===== src/rtl/betp_ram.sv =====
`timescale 1ns / 1ps
module betp_ram #(
   parameter int WIDTH = 192,
   parameter int DEPTH = 8
) (
   input  logic                     clock,
   input  logic                     wr_en,
   input  logic [((DEPTH > 1) ? $clog2(DEPTH) : 1)-1:0] wr_addr,
   input  logic [WIDTH-1:0]         wr_data,
   input  logic [((DEPTH > 1) ? $clog2(DEPTH) : 1)-1:0] rd_addr,
   output logic [WIDTH-1:0]         rd_data
);
   logic [WIDTH-1:0] mem_ff [DEPTH];
   always_ff @(posedge clock) begin
      if (wr_en) begin
         mem_ff[wr_addr] <= wr_data;
      end
      rd_data <= mem_ff[rd_addr];
   end
endmodule


===== config.mk =====
export PLATFORM = sky130hd
export DESIGN_NAME = betp_ram
export DESIGN_NICKNAME = d
export VERILOG_FILES = /design/src/rtl/betp_ram.sv
export SDC_FILE = /design/constraint.sdc
export NUM_CORES = 1
export LEC_CHECK = 0
export ABC_CLOCK_PERIOD_IN_PS = 30000
export BUFFER_PORTS_ARGS = -buffer_cell sky130_fd_sc_hd__buf_2
export CAP_MARGIN = 20
export CORE_AREA = 3 3 342 344
export DETAILED_ROUTE_END_ITERATION = 10
export DIE_AREA = 0 0 345 347
export GPL_TIMING_DRIVEN = 0
export PLACE_DENSITY = 0.79
export RECOVER_POWER = 50
export SLEW_MARGIN = 20
export SYNTH_ARGS = -nofsm -noshare
export SYNTH_HDL_FRONTEND = slang
export SYNTH_SLANG_ARGS = --single-unit

===== constraint.sdc =====
create_clock -name clock -period 30 [get_ports clock]
set_input_delay 1.5 -clock clock [delete_from_list [all_inputs] [get_ports clock]]
set_output_delay 1.5 -clock clock [all_outputs]
set_load 0.1 [all_outputs]

# Word level (Yosys, flattened, before mapping)
# Memory sizes are Yosys's and may differ from the RTL's. A register that Yosys moved wholly into a read port is not among the register bits.
# Cells that the tools add are included.
dict set report word_totals {
  reg_bits 0
  mem_bits_rw 1536
  input_bits 200
  out_inout_bits 192
  elab_cells 3
  n_memories 1
}
# memory depth word_bits rd rd_ports_with_merged_regs write_ports line
set mem_list {}
lappend mem_list {mem_ff 8 192 1 1 1 13} ;# logic [WIDTH-1:0] mem_ff [DEPTH];
dict set report op_classes {
  mux 2
}
# operator count
set op_table {}
lappend op_table {{1-bit two-way mux} 2}

# Longest topological paths before layout
dict set report depth {
  depth_word 2
  depth_mapped 5
  depth_no_buf 2
}

# Worst setup path before layout
# Ideal clock, no wire load.
dict set report synth_timing {
  kind {input to register}
  from {in wr_addr[0] (netlist bit)}
  to {mem mem_ff[0][0] (enable)}
  setup_ps 982
  t_arrival_ps 14703
  required_time_ps 29018
  path_slack_ps 14315
  stages 1
  n_path_buf 0
  cell_sequence {nor3_1}
}
# element line
set synth_rtl {}
lappend synth_rtl {{from (decl)} 8} ;# input logic [((DEPTH > 1) ? $clog2(DEPTH) : 1)-1:0] wr_addr,
lappend synth_rtl {{to (decl)} 13}
# No word-level cell before the write port.

# Final worst setup path
dict set report layout_timing {
  from {in wr_addr[0] (netlist bit)}
  to {mem mem_ff[6][165] (enable)}
}
# No word-level cell before the write port.

==> impl_metrics.ini <==
[timing]
fmax_mhz = 243
finalCriticalPeriod_ns = 4.11
hold_violations = 0
worst_slew_margin_rel_pct = -40.6
worst_slew_pin_slew_ns = 2.10
setup_viol = 0
skew_ns = 0.0257
setup_tns_ns = 0
finalCritPeriodShare_pct = 13.7
drv_slew = 100
rsz0062_at_grt = no
hold_ws_ns = 0.661

[routing]
ant_nets = 0
drcViolationCount = 0
first_pass_iters = 5
num_vias = 28600
wl_um = 140000
drt_iter0_drc = 2565
vias_per_cell = 5.95
wl_per_cell_um = 29.1

[synth]
synth_cell_types = 14
yosysSeqAreaShare_pct = 80.0
ys_ff_latch = 1728
yosys-top-cells-area = edfxtp_1 74%, mux4_1 10%, dfxtp_1 6.2%
postSynthCellCount = 2424
synth_fp_nets = 2624
yosysWarnings = 0
yosysTopAreaCellShare_pct = 73.8
yosys.area.top_type = edfxtp_1
syn_area_per_cell_sq_um = 25.8
synth_area_sq_um = 62500

[critical_path]
crit_cells = 6
r2r_end = rd_data[68]
crit_path_cell_trace = clkbuf_1 > nand2b_1 > nor2_1 > clkbuf_1 > buf_12 > buf_12
critPathTopFamily = buffers and inverters
worst_setup_path_end_kind = register
critPathMaxStageDelay_ns = 1.28
startpoint_type = primary input
cp-endpoint = mem_ff[6][165]
worstPathRequired_ns = 30.46
crit_fanout = 19
crit_type = in2reg
cpMaxStageDelayCell = clkbuf_1
crit_arrival_ns = 4.57
critPathBufInv = 4
worst_r2r_path_depth = 2
rr_startpoint = mem_ff[3][68]
rrSetupSlack_ns = 28.63
crit_start = wr_addr[0]

[cts]
ctsResizeCount = 0
clock_latency_ns = 0.77
cts_buffer_depth = 3
cts_tree = yes
ctsRootBufferMaster = clkbuf_16
ctsHoldBuffers = 0
cts_setup_buffers = 0
clkTransAtPathRegs_ns = 0.06
cts.sink_count = 1728
cts_made_buffers = 168
ctsHtreeMaxLevel = 4

[die]
dieWidth_um = 345
io_pins = 392
num_rows = 124
die_area_sq_um = 120000
dieHeight_um = 347
start_util_pct = 54.7
coreArea_sq_um = 114000

[pwr]
p_leak_nw = 24.8
power_mw = 5.30
p_per_area_nw_per_um2 = 72.0
vdd_drop_max_v = 0.0000579

[global_route]
grt_max_degree = 21
grt_usage_pct = 23.5
grt_pass1_wl_um = 204000
first_global_vias = 29800
grt-ovfl-total = 0
antenna_found_initial = 37

[finish]
syn_to_final_growth_pct = 17.8
stdcell_area_sq_um = 73600
layout-drive-gt1-share_pct = 29.0
nNetsFinal = 3316
final_cell_mix = 1,536 x edfxtp_1, 288 x clkbuf_1, 243 x mux4_1
final_cells = 4805
final_common_cell = edfxtp_1

[placement]
io_buffers = 388
gp_congestion = 0.726
post-place-cells = 4458
dp.final_hpwl_um = 88600
placed_area_sq_um = 68600

[run_status]
violations = capacitance limit, slew limit
status = finished with violations

[run]
max-cap-violations = 7

[hold_path]
min_path_type = reg2reg
[power breakdown]
group / switching, mW / leakage, nW / internal [mW]
logic: 0.345 / 6.52 / 0.128
registers: 0.0307 / 15.6 / 2.72
clock network: 0.883 / 2.69 / 1.19
[per-stage QoR]
stage / worst slack, ns / utilization (%)
after floorplan: 14.31 / -
after global placement: -0.582 / 58.1
after detailed placement: 25.57 / 60.0
after CTS: 26.41 / 64.9
after global routing: 25.78 / 64.4
final: 25.89 / 64.5
[sequential cells by signal, indices dropped and copies added (netlist names)]
register and flops:
rd_data 192, mem_ff 1536
[worst min path at each step]
| stage | startpoint | endpoint | slack (ns) | cells past startpoint |
|---|---|---|---|---|
| 2_1_floorplan | mem_ff[7][0] | rd_data[0] | 0.64 | 2 |
| 3_3_place_gp | mem_ff[7][115] | rd_data[115] | 0.65 | 2 |
| 3_5_place_dp | mem_ff[2][146] | rd_data[146] | 0.66 | 2 |
| 4_1_cts | mem_ff[2][3] | rd_data[3] | 0.66 | 2 |
| 5_1_grt | mem_ff[2][62] | rd_data[62] | 0.69 | 2 |
| 6_report | mem_ff[2][86] | rd_data[86] | 0.66 | 2 |
[worst reg2reg max path: cells and delay by family, from the launching register on]
family,cells,cell delay (ns)
mux,2,0.86
flops,1,0.40
[cell families after synthesis]
logic type,share of synthesized area [%]
buffers and inverters,1.17
muxes,18.8
and+or+nand+nor,0.0941
DFF,80.0
[cell usage after synthesis, drive strengths merged]
| cell type | number |
|---|---|
| dfxtp | 192 |
| nand2 | 2 |
| clkbuf | 36 |
| edfxtp | 1536 |
| mux4 | 384 |
| nor2 | 6 |
| buf | 71 |
| nand2b | 3 |
| mux2 | 192 |
| nor3 | 2 |
[layout make-up]
class	instances	area (sq um)
sequential	1728	50000
fill	7192	40600
antenna	31	77.6
clock inverter	83	868
tap	1512	1890
buffer	107	734
multi-input combinational	589	11800
clock buffer	233	4630
timing repair buffer	522	3670
[layer usage]
layer	global-route usage, %	wire length [um]
met4	8.31	4210
met5	0	129
met2	37.8	69800
met1	31.0	53300
met3	6.69	12400
Power figures use the tool's default switching activity.
