==> src/rtl/betp_pkg.sv <==
`timescale 1ns / 1ps
package betp_pkg;
   localparam int TIME_W = 48;
   localparam int DLY_W  = 40;
   localparam int DISP_W = 35;
   localparam int DIST_W = 36;
   localparam int QUO_W  = 53;
   localparam int DIV_W  = 32;

   localparam logic [1:0] OUT_STATIC_IN  = 2'd0;
   localparam logic [1:0] OUT_STATIC_OUT = 2'd1;
   localparam logic [1:0] OUT_NO_BOX     = 2'd2;
   localparam logic [1:0] OUT_EXIT       = 2'd3;

   localparam logic [1:0] CSR_BOXES = 2'd0;
   localparam logic [1:0] CSR_EPS   = 2'd1;
   localparam logic [1:0] CSR_RECHK = 2'd2;
   localparam logic [1:0] CSR_FAR   = 2'd3;

   typedef struct packed {
      logic signed [31:0] lo_x;
      logic signed [31:0] lo_y;
      logic signed [31:0] lo_z;
      logic signed [31:0] hi_x;
      logic signed [31:0] hi_y;
      logic signed [31:0] hi_z;
   } box_type;

   typedef struct packed {
      logic             start;
      logic [QUO_W-1:0] dividend;
      logic [DIV_W-1:0] divisor;
   } div_req_type;

   typedef struct packed {
      logic             done;
      logic             busy;
      logic [QUO_W-1:0] quotient;
   } div_rsp_type;
endpackage

==> src/rtl/betp_div.sv <==
`timescale 1ns / 1ps
// restoring divider, one quotient bit per cycle
module betp_div (
   input  logic                 clock,
   input  logic                 reset,
   input  betp_pkg::div_req_type req,
   output betp_pkg::div_rsp_type rsp
);
   localparam int QW = betp_pkg::QUO_W;
   localparam int DW = betp_pkg::DIV_W;

   logic [QW-1:0]         quo_ff, quo_in;
   logic [DW:0]           rem_ff, rem_in;
   logic [DW-1:0]         den_ff, den_in;
   logic [$clog2(QW+1)-1:0] cnt_ff, cnt_in;
   logic                  busy_ff, busy_in, done_ff, done_in;
   logic [DW+1:0]         trial;

   always_comb begin
      quo_in  = quo_ff;
      rem_in  = rem_ff;
      den_in  = den_ff;
      cnt_in  = cnt_ff;
      busy_in = busy_ff;
      done_in = 1'b0;
      trial   = '0;
      if (req.start) begin
         quo_in  = req.dividend;
         rem_in  = '0;
         den_in  = req.divisor;
         cnt_in  = ($clog2(QW+1))'(QW);
         busy_in = 1'b1;
      end else if (busy_ff) begin
         trial = {rem_ff, quo_ff[QW-1]} - {2'b00, den_ff};
         if (!trial[DW+1]) begin
            rem_in = trial[DW:0];
            quo_in = {quo_ff[QW-2:0], 1'b1};
         end else begin
            rem_in = {rem_ff[DW-1:0], quo_ff[QW-1]};
            quo_in = {quo_ff[QW-2:0], 1'b0};
         end
         cnt_in = cnt_ff - 1'b1;
         if (cnt_ff == 1) begin
            busy_in = 1'b0;
            done_in = 1'b1;
         end
      end
   end

   always_ff @(posedge clock) begin
      if (reset) begin
         busy_ff <= 1'b0;
         done_ff <= 1'b0;
         cnt_ff  <= '0;
      end else begin
         busy_ff <= busy_in;
         done_ff <= done_in;
         cnt_ff  <= cnt_in;
      end
      quo_ff <= quo_in;
      rem_ff <= rem_in;
      den_ff <= den_in;
   end

   assign rsp.done     = done_ff;
   assign rsp.busy     = busy_ff;
   assign rsp.quotient = quo_ff;
endmodule

==> config.mk <==
export PLATFORM = sky130hd
export DESIGN_NAME = betp_div
export DESIGN_NICKNAME = d
export VERILOG_FILES = /design/src/rtl/betp_pkg.sv /design/src/rtl/betp_div.sv
export SDC_FILE = /design/constraint.sdc
export NUM_CORES = 1
export LEC_CHECK = 0
export ABC_AREA = 1
export ABC_CLOCK_PERIOD_IN_PS = 2700
export BUFFER_PORTS_ARGS = -buffer_cell sky130_fd_sc_hd__buf_2
export CORE_MARGIN = 4
export CORE_UTILIZATION = 57
export CTS_CLUSTER_DIAMETER = 50
export DETAILED_ROUTE_END_ITERATION = 7
export PLACE_DENSITY = 0.86
export SYNTH_ARGS = -nofsm -noshare
export SYNTH_HDL_FRONTEND = slang
export SYNTH_SLANG_ARGS = --single-unit
==> constraint.sdc <==
create_clock -name clock -period 2.7 [get_ports clock]
set_input_delay 0.405 -clock clock [delete_from_list [all_inputs] [get_ports clock]]
set_output_delay 0.405 -clock clock [all_outputs]
set_load 0.02 [all_outputs]
# --- Word-level counts from Yosys, hierarchy flattened ---
# Index checks and enable logic that the tools add are counted.
classes:
  n_eq_ne: 1
  add_sub_neg: 2
  reduce_logical: 3
  muxes: 10
  bitwise_logic: 1
op_table:
  columns: ["op", "count"]
  rows:
  - ["53-bit 2-to-1 mux", 2]
  - ["34-bit by 32-bit subtractor with 34-bit output", 1]
  - ["33-bit 2-to-1 mux", 1]
  - ["6-bit 2-to-1 mux", 2]
  - ["6-bit by 1-bit == test with 1-bit output (second input constant)", 1]
  - ["6-bit by 1-bit subtractor with 6-bit output (second input constant)", 1]
  - ["1-bit 2-to-1 mux", 5]
  - ["3-bit OR reduction", 1]
  - ["2-bit nonzero test", 1]
  - ["2-bit OR reduction", 1]
  - ["1-bit NOT", 1]
word_totals:
  register_bits: 126
  output_inout_bits: 55

# --- Logic depth before layout (Yosys ltp) ---
depth:
  ltp_word: 4
  depth_mapped: 18
  ltp_nobuf: 18

# --- Worst setup path after synthesis ---
# OpenSTA, ideal clock, no wires.
synth_path:
  kind: "flip-flop to flip-flop"
  startpoint: "register busy_ff"
  endpoint: "register quo_ff[0], enable pin"
  synth_period_minus_slack_ns: 2.347
  required_ns: 2.293
  n_path_buf: 2
  setup_ns: 0.407
  t_arrival_ns: 1.940
  path_stages_with_launch: 5
  path_slack_ns: 0.353
  path_cell_list: "dfxtp_1 > clkbuf_1 > nor2_1 > clkbuf_1 > inv_1"
synth_via:
  elab_chain_len: 1
synth_lines:
  columns: ["element", "line_no", "text"]
  rows:
  - ["from (decl)", "betp_div.sv:16", "logic busy_ff, busy_in, done_ff, done_in;"]
  - ["from (signal assigned)", "betp_div.sv:56", "busy_ff <= busy_in;"]
  - ["2-bit nonzero test (no line)", null, null]
  - ["to (signal assigned)", "betp_div.sv:60", "quo_ff <= quo_in;"]
  - ["to (decl)", "betp_div.sv:12", "logic [QW-1:0] quo_ff, quo_in;"]
# Every way passes these cells.
# A chain may end at the register's enable or synchronous reset.

# --- Final worst setup path ---
layout_path:
  startpoint: "register den_ff[16]"
  endpoint: "register rem_ff[6]"
layout_via:
  elab_chain_len: 2
layout_lines:
  columns: ["element", "line_no", "text"]
  rows:
  - ["from (decl)", "betp_div.sv:14", "logic [DW-1:0] den_ff, den_in;"]
  - ["from (signal assigned)", "betp_div.sv:62", "den_ff <= den_in;"]
  - ["34-bit by 32-bit subtractor with 34-bit output", "betp_div.sv:34", "trial = {rem_ff, quo_ff[QW-1]} - {2'b00, den_ff};"]
  - ["33-bit 2-to-1 mux", "betp_div.sv:35", "if (!trial[DW+1]) begin"]
  - ["to (signal assigned)", "betp_div.sv:61", "rem_ff <= rem_in;"]
  - ["to (decl)", "betp_div.sv:13", "logic [DW:0] rem_ff, rem_in;"]
# Every way passes these cells.

==> qor.txt <==
Fillers -> 1192
Synth Area in Simple Gates -> 0.361
Finish-stage setup viols -> 0
CTS root buf -> clkbuf_16
Worst VDD drop -> 0.000713 V
First-pass GRT wire length -> 34400 µm
Critical path's most frequent cell -> nand2_1
Pint -> 0.00401 W
Crit Reg-Reg Startpoint -> den_ff[16]
Final HPWL DP -> 15800 µm
Final Util -> 0.689
CTS Buf Count -> 17
Hold Path Origin -> req[9]
Crit. End Element -> register
# clock sinks -> 126
Register bit total from synthesis -> 126
Final period util -> 0.899
Net count reported at finish -> 1403
Crit path from -> den_ff[16]
Maximum clock frequency -> 0.412 GHz
Fin. max-slew vios -> 0
Total Neg Setup Slack -> 0 ns
Worst r2r path cells -> 15
CTS Buffer Depth -> 2
Cells along the critical path -> inv_1 -> ha_1 -> nand2_1 -> nor2_1 -> nand2_1 -> nand2_1 -> inv_1 -> nand2_4 -> nand2_4 -> nand2_4 -> nand2_2 -> nand2_2 -> nand2_2 -> nand3_1 -> nand2_1
Vias in the first global route -> 7409
Switching share of power -> 0.265
Leakage -> 5.31 nW
Sequential area share after synthesis -> 0.416
Synthesized net count -> 1262
Clk network pwr share -> 0.447
Flop pwr share -> 0.421
CP arrival -> 2.74 ns
Num rows -> 43
Pin count of the biggest net entering global routing -> 57
Mux share of post-synthesis cell area -> 0
Wirelength per Cell -> 14.6 µm
Max stage delay on crit path -> 0.37 ns
CP Data Required Time -> 3.01 ns
Xor/xnor share of the synthesized area -> 0.0205
Cells after Synth -> 1139
Die height -> 127 µm
Worst reg-to-reg setup slack -> 0.27 ns
RSZ-0062 raised after global routing -> false
Via density per instance -> 5.15
CTS tree -> done
Cts hold-fix bufs -> 0
Register clock-pin slew on the reported worst setup and hold paths -> 0.06 ns
Combinational Power Share -> 0.132
Crit start category -> register
Largest family of logic cells by synthesized area -> simple AND/OR/NAND/NOR gates
Die X -> 127 µm
Clk Latency, worst-skew pair -> 0.42 ns
Htree depth -> 4
Initial Utilization -> 0.584
Max-Cap Viols -> 0
Detail Route Antenna Nets -> 0
Post-synth cell types -> 37
First-pass detailed-route iteration total -> 7
Layout cells sized above 1 -> 0.187
Final Hold Slack -> 0.152 ns
# Post-CTS Setup Buffers -> 0
Worst Hold Class -> in2reg
Layout area overhead -> 18.1%
Mapped Area -> 8100 µm²
Post-synthesis compound-gate area fraction -> 0.0252
Pwr Density -> 569 nW/µm²
Crit-path max FO -> 11
End of the critical path -> rem_ff[6]
PortBufs -> 142
Critical path type -> reg2reg
Io pins -> 143
Ys Warns -> 0
Total number of vias -> 7589
Max transition margin -> 0.555
Syn avg cell area -> 7.12 µm²
Initial antenna violation count -> 1
Worst-margin pin slew -> 0.667 ns
Switching Power -> 0.00144 W
Slowest stage cell, crit path -> ha_1
Initial DRC count -> 720
Hold path cells -> 1
Worst slack, placed -> 0.320 ns
Routed WL -> 21500 µm
Reg2reg end -> rem_ff[6]
Post_cts resized -> 0
Placeable Area -> 13900 µm²
Min Clock Period, post-route -> 2.43 ns
GRT overflow -> 0
Status -> finished clean
PnR worst setup slack -> 0.271 ns
Final Hold Vio Count -> 0
Post-synthesis adder-cell area fraction -> 0.0550
GP Congestion -> 0.970
Die ar. -> 16200 µm²
Final Skew -> 0.0140 ns
GRT Resource Usage Total -> 0.268
DRC -> 0
-- power groups by stage --
stage	clock network [W]	logic, W	registers [W]
after global placement	0	0.000694	0.00233
after global routing	0.00255	0.000792	0.00231
after CTS	0.00246	0.000716	0.00229
final	0.00244	0.000719	0.00229
after floorplan	0	0.000345	0.00242
after detailed placement	0	0.000709	0.00233
-- sequential cells by signal, summed over array words and instances (netlist names) --
signal and flops:
busy_ff 1, cnt_ff 6, den_ff 32, done_ff 1, quo_ff 53, rem_ff 33
-- cells in the final DEF (no fill, tap or decap), drive strengths merged --
cell type  count
nor4           1
fa             1
bufinv         4
clkbuf        18
a21oi         22
edfxtp        85
nand3        101
clkinvlp       3
a21o           1
dfxtp         41
nand3b         2
nor3           7
xor2          10
buf          152
o21ai          9
clkinv         4
nand2        507
xnor2          9
ha            34
diode          1
and2           1
a211oi         1
nor2          53
inv          216
nand4          8
o21bai         3
-- layer usage --
metal  GRT usage  part of all wire  vias up
met3      0.0719             0.085       44
met4       0.108             0.027        0
met5           0                 0        -
met1       0.317              0.40     3435
li1            -                 -     3784
met2       0.464              0.49      326
-- worst max-delay path, delay by kind of cell (launching register included) --
kind	cells	cell delay, ns
AND/OR/NAND/NOR	12	1.50
adder cells (fa/ha/maj)	1	0.37
flip-flops	1	0.32
buffers and inverters	2	0.13
-- layout make-up --
cell class              count  area [µm²]  share of cell area
diodes                      1        2.50            0.000262
clock buffers              18         429              0.0448
clock inverters            14         190              0.0199
inverters                 213         800              0.0836
multi-input cells         770        3750               0.392
flip-flops and latches    126        3370               0.353
well taps                 180         225              0.0235
repair buffers            152         801              0.0837
-- kinds of logic (layout without fill, tap and decap cells) --
family	Yosys count	count (layout)
buffers and inverters	243	397
other	0	1
DFF	126	126
AOI/OAI and AO/OA	36	36
and+or+nand+nor	680	680
adders and majority gates	35	35
xor gates and xnor gates	19	19
-- how the worst min path moves through the flow --
| stage | end |
|---|---|
| final | den_ff[9] |
| after global routing | den_ff[7] |
| after CTS | den_ff[7] |
| after detailed placement | rem_ff[13] |
| after global placement | rem_ff[10] |
| after floorplan | cnt_ff[4] |
-- per-stage QoR --
step | total power [W] | cell area (µm²) | instances
global placement | 0.00302 | 8950 | 1441
CTS | 0.00546 | 9570 | 1473
floorplan | 0.00277 | 8100 | 1139
finish | 0.00545 | 9570 | 1474
detailed placement | 0.00304 | 8950 | 1441
global route | 0.00564 | 9570 | 1474
-- cell usage after synthesis, drive strengths merged --
| master | instances | area [µm²] |
|---|---|---|
| ha | 34 | 425 |
| nor4 | 1 | 6.26 |
| o21bai | 3 | 22.5 |
| nor3 | 7 | 40.0 |
| nor2 | 53 | 224 |
| fa | 1 | 20.0 |
| a21o | 1 | 7.51 |
| nand3 | 101 | 533 |
| buf | 18 | 143 |
| and2 | 1 | 6.26 |
| edfxtp | 85 | 2550 |
| a21oi | 22 | 121 |
| inv | 213 | 800 |
| a211oi | 1 | 7.51 |
| xnor2 | 9 | 78.8 |
| o21ai | 9 | 45.0 |
| xor2 | 10 | 87.6 |
| nand2 | 507 | 2050 |
| dfxtp | 41 | 821 |
| nand4 | 8 | 50.1 |
| clkbuf | 12 | 45.0 |
| nand3b | 2 | 15.0 |
Power figures use the tool's default switching activity.
